[config.mk]
export PLATFORM = sky130hd
export DESIGN_NAME = crc32_response_framer_core
export DESIGN_NICKNAME = d
export VERILOG_FILES = /design/src/design/rcf_pkg.sv /design/src/design/rcf_front.sv /design/src/design/rcf_fifo.sv /design/src/design/rcf_back.sv /design/src/design/crc32_response_framer_core.sv
export SDC_FILE = /design/constraint.sdc
export NUM_CORES = 1
export LEC_CHECK = 0
export ABC_AREA = 1
export BUFFER_PORTS_ARGS = -buffer_cell sky130_fd_sc_hd__buf_2
export CAP_MARGIN = 20
export CORE_MARGIN = 4
export CORE_UTILIZATION = 30
export CTS_CLUSTER_DIAMETER = 100
export DETAILED_ROUTE_END_ITERATION = 7
export GPL_TIMING_DRIVEN = 0
export MAX_ROUTING_LAYER = met4
export SETUP_SLACK_MARGIN = 0.4
export SLEW_MARGIN = 20
export SYNTH_ARGS = -nofsm -noshare
export SYNTH_HDL_FRONTEND = slang
export SYNTH_SLANG_ARGS = --single-unit
export TNS_END_PERCENT = 5
[constraint.sdc]
create_clock -name clk -period 5.3 [get_ports clk]
set_input_delay 0.795 -clock clk [delete_from_list [all_inputs] [get_ports clk]]
set_output_delay 0.795 -clock clk [all_outputs]
set_load 0.05 [all_outputs]
[src/design/rcf_pkg.sv]
// Shared types, codes and the CRC-32 byte update for the response framer.
// No dependencies; imported by every module of the framer.
package rcf_pkg;

  localparam int BLOCK_SIZE = 256;
  localparam logic [15:0] LONG_LIMIT = 16'(BLOCK_SIZE + 7);
  localparam logic [31:0] CRC_POLY = 32'hEDB8_8320;
  localparam logic [31:0] CRC_INIT = 32'hFFFF_FFFF;

  localparam int FIFO_DEPTH = 4;
  localparam int FIFO_AW = $clog2(FIFO_DEPTH);
  localparam int FIFO_CW = $clog2(FIFO_DEPTH + 1);

  localparam logic [1:0] KIND_START = 2'd0;
  localparam logic [1:0] KIND_DATA  = 2'd1;
  localparam logic [1:0] KIND_RAW   = 2'd2;

  localparam logic [1:0] ERR_NONE  = 2'd0;
  localparam logic [1:0] ERR_STRAY = 2'd1;
  localparam logic [1:0] ERR_LONG  = 2'd2;
  localparam logic [1:0] ERR_OPEN  = 2'd3;

  typedef struct packed {
    logic [1:0]  kind;
    logic [7:0]  response_code;
    logic [15:0] payload_length;
    logic        allow_long;
    logic [7:0]  data_byte;
    logic        raw_last;
  } in_item_t;

  typedef struct packed {
    logic [7:0] out_byte;
    logic       run_last;
    logic       frame_end;
    logic [1:0] error_code;
  } out_item_t;

  typedef enum logic [1:0] {
    OP_ERR,
    OP_START,
    OP_DATA,
    OP_RAW
  } job_op_t;

  // One classified item: everything the back end needs to emit its beats.
  typedef struct packed {
    job_op_t     op;
    logic [1:0]  err;
    logic [7:0]  hdr0;
    logic [7:0]  hdr1;
    logic [7:0]  dbyte;
    logic        with_crc;
    logic        raw_last;
    logic [31:0] crc;
  } job_t;

  function automatic logic [31:0] crc_byte(input logic [31:0] c_in, input logic [7:0] b);
    logic [31:0] c;
    c = c_in ^ {24'd0, b};
    for (int i = 0; i < 8; i++) begin
      c = c[0] ? ((c >> 1) ^ CRC_POLY) : (c >> 1);
    end
    return c;
  endfunction

endpackage

[src/design/rcf_front.sv]
// Front end: accepts items, checks misuse, keeps frame state and the running CRC.
// Pushes one job with results per defined item into the job queue. Uses rcf_pkg.
module rcf_front import rcf_pkg::*; (
  input  logic     clk,
  input  logic     rst_n,
  input  logic     in_valid,
  output logic     in_ready,
  input  in_item_t in_data,
  input  logic     q_full,
  output logic     push,
  output job_t     push_job
);

  logic        frame_open_r, frame_open_nxt;
  logic [15:0] bytes_left_r, bytes_left_nxt;
  logic [31:0] crc_r, crc_nxt;

  logic        accept;
  logic [15:0] wire_len;
  logic [15:0] bytes_dec;
  logic [31:0] crc_code;
  logic [31:0] crc_data;

  assign in_ready  = !q_full;
  assign accept    = in_valid && in_ready;
  assign wire_len  = 16'(in_data.payload_length + 16'd1);
  assign bytes_dec = 16'(bytes_left_r - 16'd1);
  assign crc_code  = crc_byte(CRC_INIT, in_data.response_code);
  assign crc_data  = crc_byte(crc_r, in_data.data_byte);

  always_comb begin
    frame_open_nxt = frame_open_r;
    bytes_left_nxt = bytes_left_r;
    crc_nxt        = crc_r;
    push           = 1'b0;
    push_job       = '{op: OP_ERR, err: ERR_NONE, hdr0: wire_len[15:8], hdr1: wire_len[7:0],
                       dbyte: in_data.data_byte, with_crc: 1'b0,
                       raw_last: in_data.raw_last, crc: ~crc_data};
    if (accept) begin
      unique case (in_data.kind)
        KIND_START: begin
          push = 1'b1;
          if (frame_open_r) begin
            push_job.err = ERR_OPEN;
          end else if (in_data.payload_length > LONG_LIMIT && !in_data.allow_long) begin
            push_job.err = ERR_LONG;
          end else begin
            push_job.op    = OP_START;
            push_job.dbyte = in_data.response_code;
            push_job.crc   = ~crc_code;
            if (in_data.payload_length == 16'd0) begin
              push_job.with_crc = 1'b1;
            end else begin
              frame_open_nxt = 1'b1;
              bytes_left_nxt = in_data.payload_length;
              crc_nxt        = crc_code;
            end
          end
        end
        KIND_DATA: begin
          push = 1'b1;
          if (!frame_open_r) begin
            push_job.err = ERR_STRAY;
          end else begin
            push_job.op    = OP_DATA;
            bytes_left_nxt = bytes_dec;
            crc_nxt        = crc_data;
            if (bytes_dec == 16'd0) begin
              push_job.with_crc = 1'b1;
              frame_open_nxt    = 1'b0;
              crc_nxt           = CRC_INIT;
            end
          end
        end
        KIND_RAW: begin
          push        = 1'b1;
          push_job.op = OP_RAW;
        end
        default: begin
          // undefined kind: dropped, no beats
          push = 1'b0;
        end
      endcase
    end
  end

  always_ff @(posedge clk) begin
    if (!rst_n) begin
      frame_open_r <= 1'b0;
      bytes_left_r <= 16'd0;
      crc_r        <= CRC_INIT;
    end else begin
      frame_open_r <= frame_open_nxt;
      bytes_left_r <= bytes_left_nxt;
      crc_r        <= crc_nxt;
    end
  end

endmodule

[src/design/rcf_fifo.sv]
// Short job queue between the front and back ends.
// Register array with read/write pointers and a fill count. Uses rcf_pkg.
module rcf_fifo import rcf_pkg::*; (
  input  logic clk,
  input  logic rst_n,
  input  logic push,
  input  job_t push_job,
  input  logic pop,
  output logic full,
  output logic head_valid,
  output job_t head_job
);

  job_t               mem [FIFO_DEPTH];
  logic [FIFO_AW-1:0] wr_ptr_r, rd_ptr_r;
  logic [FIFO_CW-1:0] count_r;
  logic               do_push, do_pop;

  assign full       = (count_r == FIFO_CW'(FIFO_DEPTH));
  assign head_valid = (count_r != '0);
  assign head_job   = mem[rd_ptr_r];
  assign do_push    = push && !full;
  assign do_pop     = pop && head_valid;

  always_ff @(posedge clk) begin
    if (do_push) begin
      mem[wr_ptr_r] <= push_job;
    end
  end

  always_ff @(posedge clk) begin
    if (!rst_n) begin
      wr_ptr_r <= '0;
      rd_ptr_r <= '0;
      count_r  <= '0;
    end else begin
      if (do_push) begin
        wr_ptr_r <= FIFO_AW'(wr_ptr_r + 1'b1);
      end
      if (do_pop) begin
        rd_ptr_r <= FIFO_AW'(rd_ptr_r + 1'b1);
      end
      if (do_push && !do_pop) begin
        count_r <= FIFO_CW'(count_r + 1'b1);
      end else if (do_pop && !do_push) begin
        count_r <= FIFO_CW'(count_r - 1'b1);
      end
    end
  end

endmodule

[src/design/rcf_back.sv]
// Back end: expands the head job into output beats, one per cycle unless out is
// stalled, into an output register. Pops the job on its last beat. Uses rcf_pkg.
module rcf_back import rcf_pkg::*; (
  input  logic      clk,
  input  logic      rst_n,
  input  logic      head_valid,
  input  job_t      head_job,
  output logic      pop,
  output logic      out_valid,
  input  logic      out_ready,
  output out_item_t out_data
);

  logic [2:0] idx_r, idx_nxt;
  logic       out_valid_r, out_valid_nxt;
  out_item_t  out_r, out_nxt;

  logic       load;
  logic [2:0] last_idx;
  logic [2:0] hdr_cnt;
  logic [2:0] crc_idx;
  logic       is_last;
  logic [7:0] beat_byte;

  assign load    = head_valid && (!out_valid_r || out_ready);
  assign hdr_cnt = (head_job.op == OP_START) ? 3'd3 : 3'd1;
  assign crc_idx = 3'(idx_r - hdr_cnt);
  assign is_last = (idx_r == last_idx);
  assign pop     = load && is_last;

  always_comb begin
    unique case (head_job.op)
      OP_START: last_idx = head_job.with_crc ? 3'd6 : 3'd2;
      OP_DATA:  last_idx = head_job.with_crc ? 3'd4 : 3'd0;
      default:  last_idx = 3'd0;
    endcase
  end

  always_comb begin
    if (idx_r < hdr_cnt) begin
      unique case (idx_r[1:0])
        2'd0:    beat_byte = (head_job.op == OP_START) ? head_job.hdr0 : head_job.dbyte;
        2'd1:    beat_byte = head_job.hdr1;
        default: beat_byte = head_job.dbyte;
      endcase
    end else begin
      // CRC goes out most significant byte first
      unique case (crc_idx[1:0])
        2'd0:    beat_byte = head_job.crc[31:24];
        2'd1:    beat_byte = head_job.crc[23:16];
        2'd2:    beat_byte = head_job.crc[15:8];
        default: beat_byte = head_job.crc[7:0];
      endcase
    end
  end

  always_comb begin
    idx_nxt       = idx_r;
    out_nxt       = out_r;
    out_valid_nxt = out_valid_r && !out_ready;
    if (load) begin
      out_valid_nxt    = 1'b1;
      idx_nxt          = is_last ? 3'd0 : 3'(idx_r + 3'd1);
      out_nxt.run_last = is_last;
      unique case (head_job.op)
        OP_ERR: begin
          out_nxt.out_byte   = 8'd0;
          out_nxt.frame_end  = 1'b0;
          out_nxt.error_code = head_job.err;
        end
        OP_RAW: begin
          out_nxt.out_byte   = head_job.dbyte;
          out_nxt.frame_end  = head_job.raw_last;
          out_nxt.error_code = ERR_NONE;
        end
        default: begin
          out_nxt.out_byte   = beat_byte;
          out_nxt.frame_end  = head_job.with_crc && is_last;
          out_nxt.error_code = ERR_NONE;
        end
      endcase
    end
  end

  always_ff @(posedge clk) begin
    if (!rst_n) begin
      idx_r       <= 3'd0;
      out_valid_r <= 1'b0;
    end else begin
      idx_r       <= idx_nxt;
      out_valid_r <= out_valid_nxt;
    end
    out_r <= out_nxt;
  end

  assign out_valid = out_valid_r;
  assign out_data  = out_r;

endmodule

[src/design/crc32_response_framer_core.sv]
// Top level of the CRC-32 response framer: front end, job queue, back end.
// Depends on rcf_pkg, rcf_front, rcf_fifo and rcf_back.
//
//   channel | dir | ports                         | beat
//   in      | in  | in_valid, in_ready, in_data   | one item (in_item_t)
//   out     | out | out_valid, out_ready, out_data| one wire byte (out_item_t)
//
// Items are taken one per cycle while the 4-entry job queue has room.
// The back end sends one beat per cycle while out_ready is high: 1 for payload,
// raw and error items, 3 for a start, plus 4 CRC beats at the end of a frame
// (7 for an empty one). Sustained rate is one item per cycle in the payload
// phase; header and CRC bursts are absorbed by the queue, then in_ready drops.
// Reset (rst_n low, synchronous) closes any frame, empties the queue and
// the output register. Either side may stall without losing beats.
module crc32_response_framer_core import rcf_pkg::*; (
  input  logic      clk,
  input  logic      rst_n,
  input  logic      in_valid,
  output logic      in_ready,
  input  in_item_t  in_data,
  output logic      out_valid,
  input  logic      out_ready,
  output out_item_t out_data
);

  logic q_full, push, pop, head_valid;
  job_t push_job, head_job;

  rcf_front u_front (
    .clk      (clk),
    .rst_n    (rst_n),
    .in_valid (in_valid),
    .in_ready (in_ready),
    .in_data  (in_data),
    .q_full   (q_full),
    .push     (push),
    .push_job (push_job)
  );

  rcf_fifo u_fifo (
    .clk        (clk),
    .rst_n      (rst_n),
    .push       (push),
    .push_job   (push_job),
    .pop        (pop),
    .full       (q_full),
    .head_valid (head_valid),
    .head_job   (head_job)
  );

  rcf_back u_back (
    .clk        (clk),
    .rst_n      (rst_n),
    .head_valid (head_valid),
    .head_job   (head_job),
    .pop        (pop),
    .out_valid  (out_valid),
    .out_ready  (out_ready),
    .out_data   (out_data)
  );

endmodule

==> impl_summary.log <==
INFO  metric max-cap-violations = 0
INFO  metric layout-drive-gt1-share = 0.1106
INFO  metric vias_per_cell = 4.978
INFO  metric worstPathMaxFanout = 10
INFO  metric async_flop_share = 0
INFO  metric worst_hold_slack = 0.4800 ns
INFO  metric synth_sequential_area_ratio = 0.5643
INFO  metric tightestPinTransition = 1.263 ns
INFO  metric max_freq = 219.0 MHz
INFO  metric finalSetupViolations = 0
INFO  metric tritoncts = built
INFO  metric gpl.final_weighted_congestion = 0.9602
INFO  metric clock_network_latency_to_the_later_pin_of_the_worst_skew_pair = 0.55 ns
INFO  metric cp_data_arrival_time = 5.00 ns
INFO  metric core_area = 52760 um^2
INFO  metric end_of_the_worst_register_to_register_path = u_fifo.count_r[1]
INFO  metric finalWorstPathRequiredPeriod = 4.566 ns
INFO  metric yosys_register_bits = 322
INFO  metric final-hold-violation-count = 0
INFO  metric route.antenna.remaining_nets = 0
INFO  metric drt_first_pass_iters = 7
INFO  metric max-vdd-ir-drop = 0.0002395 V
INFO  metric worstSetupEndpointType = register
INFO  metric cellPowerDensity = 489.4 nW/um^2
INFO  metric path_clk_slew = 0.06 ns
INFO  metric port_buffers = 51
INFO  metric die_extent_in_y = 239.2 um
INFO  metric areaGrowthSynthToFinish = 16.07%
INFO  metric clk_path_buf_depth = 3
INFO  metric start_kind = register
INFO  metric leakage = 7.024 nW
INFO  metric cts.root.buffer_cell = sky130_fd_sc_hd__clkbuf_16
INFO  metric drv_slew = 0
INFO  metric detail_route.drc_violations = 0
INFO  metric grt_start_max_net_pins = 23
INFO  metric synth_enable_flop_cells = 260
INFO  metric grt_first_pass_wirelength = 74.99 mm
INFO  metric design.final.nets = 1875
INFO  metric grt_usage = 0.1771
INFO  metric post_layout_worst_setup_margin = 0.7338 ns
INFO  metric die_w = 239.2 um
INFO  metric routed-via-count = 12614
INFO  metric fillerInstances = 5316
INFO  metric hold_class = in -> reg
INFO  metric ys_types = 47
INFO  metric clkSinkCount = 322
INFO  metric detailed_place_hpwl = 36.46 mm
INFO  metric synth-warning-count = 0
INFO  metric synthFlopType = sky130_fd_sc_hd__edfxtp_1
INFO  metric syn_avg_cell_area = 9.355 um^2
INFO  metric finalCoreUtilization = 0.3528
INFO  metric worst_hold_startpoint = in_data[0]
INFO  metric slew-limit-headroom = 0.1491
INFO  metric postRouteWirelength = 50.23 mm
INFO  metric path_class = reg -> reg
INFO  metric rrSetupSlack = 0.73 ns
INFO  metric starting_density_of_the_core = 0.3039
INFO  metric fin_tns_setup = 0 ns
INFO  metric grt_setup_unrepaired = no
INFO  metric required = 5.73 ns
INFO  metric outcome = finished clean
INFO  metric synthesis.instances = 1714
INFO  metric route.detailed.wl_per_inst = 19.82 um
INFO  metric finalClockSkew = 0.01388 ns
INFO  metric synth_fp_nets = 1772
INFO  metric cts_max_level = 2
INFO  metric first_iter_violations = 1210
INFO  metric total_global_routing_overflow = 0
INFO  metric dp_slack = -1.022 ns
INFO  metric placementRows = 84
INFO  metric number_of_global_route_vias_before_repair = 12062
INFO  metric floorplan.die_area = 57210 um^2
INFO  metric cts-buffers-inserted = 35
INFO  metric timing.critical_path.to = u_fifo.count_r[1]
INFO  metric r2r_cells = 20
INFO  metric post_synth_instance_area = 16030 um^2
INFO  metric antenna_found_initial = 1
INFO  metric io-pin-count = 54
INFO  metric final.period_utilization = 0.8615
-- layout make-up --
| class | instances | area [um^2] | share of cell area |
|---|---|---|---|
| Inverter | 122 | 459.2 | 0.02467 |
| Clock buffer | 44 | 909.6 | 0.04887 |
| Tap cell | 688 | 860.8 | 0.04625 |
| Clock inverter | 20 | 152.6 | 0.008202 |
| Multi-Input combinational cell | 1191 | 6231 | 0.3348 |
| Sequential cell | 322 | 9049 | 0.4862 |
| Antenna cell | 2 | 5.005 | 0.0002689 |
| Buffer | 79 | 381.6 | 0.02050 |
| Timing Repair Buffer | 66 | 563.0 | 0.03025 |
-- power breakdown --
group / leakage (nW) / internal, mW / switching [mW]
clock network: 0.514 / 1.29 / 1.05
registers: 2.90 / 3.27 / 0.119
logic: 3.61 / 0.950 / 2.44
-- critical path: stages (launching register included) --
cell and delay, ns:
sky130_fd_sc_hd__dfxtp_1 0.30, sky130_fd_sc_hd__buf_2 0.19, sky130_fd_sc_hd__buf_2 0.28, sky130_fd_sc_hd__buf_4 0.27, sky130_fd_sc_hd__buf_2 0.26, sky130_fd_sc_hd__nand2_1 0.10, sky130_fd_sc_hd__a32oi_2 0.27, sky130_fd_sc_hd__ha_1 0.19
sky130_fd_sc_hd__clkbuf_2 0.27, sky130_fd_sc_hd__clkinv_2 0.22, sky130_fd_sc_hd__ha_1 0.40, sky130_fd_sc_hd__inv_1 0.10, sky130_fd_sc_hd__nor2_4 0.15, sky130_fd_sc_hd__nand3_2 0.16, sky130_fd_sc_hd__nor2_4 0.22, sky130_fd_sc_hd__inv_1 0.11
sky130_fd_sc_hd__ha_1 0.21, sky130_fd_sc_hd__inv_1 0.10, sky130_fd_sc_hd__fa_1 0.43, sky130_fd_sc_hd__o21ai_0 0.17, sky130_fd_sc_hd__a21oi_1 0.06
-- state kept, by name, indices dropped and copies added (netlist names), named ones only --
signal	flops
u_fifo.mem	248
u_front.crc_r	32
u_front.bytes_left_r	16
u_back.out_data	12
u_back.idx_r	3
u_fifo.count_r	3
u_fifo.rd_ptr_r	2
u_fifo.wr_ptr_r	2
u_back.out_valid	1
u_front.frame_open_r	1
-- synth_stat cells, drive strengths merged, types with 3 or more instances --
| library cell | instances | share of area |
|---|---|---|
| xor2 | 77 | 0.045 |
| inv | 119 | 0.028 |
| nor3 | 8 | 0.0035 |
| o22ai | 27 | 0.011 |
| o2111ai | 8 | 0.0044 |
| nand3b | 4 | 0.0019 |
| clkbuf | 39 | 0.0091 |
| a211oi | 10 | 0.0047 |
| o221ai | 4 | 0.0022 |
| buf | 39 | 0.013 |
| nand2 | 411 | 0.099 |
| nand3 | 80 | 0.026 |
| clkinv | 3 | 0.00070 |
| edfxtp | 260 | 0.49 |
| nand4 | 6 | 0.0023 |
| xnor2 | 43 | 0.028 |
| a21boi | 3 | 0.0014 |
| dfxtp | 62 | 0.077 |
| o211ai | 4 | 0.0019 |
| a21oi | 107 | 0.033 |
| o21ai | 171 | 0.053 |
| ha | 17 | 0.013 |
| nor2 | 200 | 0.048 |
-- worst min-delay path by stage --
stage	cells after the start	slack (ns)	endpoint
after detailed placement	2	0.48	u_front.crc_r[31]
after global placement	2	0.47	u_fifo.count_r[2]
after floorplan	2	0.45	u_fifo.count_r[2]
after global routing	1	0.46	u_fifo.mem[2][32]
after CTS	1	0.46	u_fifo.mem[2][32]
final	1	0.48	u_fifo.mem[0][32]
-- per-stage QoR --
step	power [mW]	area, um^2	cells
final	9.108	18610	2534
after global routing	9.565	18610	2533
after CTS	9.067	18570	2530
after detailed placement	6.713	17480	2466
after global placement	6.602	17150	2453
after floorplan	5.520	16030	1714
-- timing repair --
action,4_1_cts,5_1_grt
resized for setup,13,5
endpoints found under the setup margin,19,3
hold buffers,0,0
buffers inserted,0,2
pin swaps,0,1
-- layout by cell type, fill, tap and decap left out, types with 27 or more instances in the layout --
cell type / instances
sky130_fd_sc_hd__nand2_1: 400
sky130_fd_sc_hd__edfxtp_1: 260
sky130_fd_sc_hd__nor2_1: 187
sky130_fd_sc_hd__o21ai_0: 162
sky130_fd_sc_hd__inv_1: 110
sky130_fd_sc_hd__a21oi_1: 107
sky130_fd_sc_hd__nand3_1: 76
sky130_fd_sc_hd__buf_2: 76
sky130_fd_sc_hd__xor2_1: 72
sky130_fd_sc_hd__dfxtp_1: 62
sky130_fd_sc_hd__clkbuf_1: 46
sky130_fd_sc_hd__xnor2_1: 37
sky130_fd_sc_hd__clkbuf_16: 35
sky130_fd_sc_hd__o22ai_1: 27
-- cells by family after synthesis --
group,after synthesis,synth area share
compound gates,340,0.1148
xor+xnor,120,0.07280
fa+ha+maj,18,0.01451
buf+inv,201,0.05127
flops,322,0.5643
simple gates,713,0.1823
-- routing by layer --
metal  up-vias  track usage  wire (um)
met5         -            -          0
met4         0      0.04433        920
met3        70      0.02902       3699
met2       451       0.2743      22670
met1      6085       0.2444      22950
li1       6008            -          -
(Power assumes the default switching activity.)
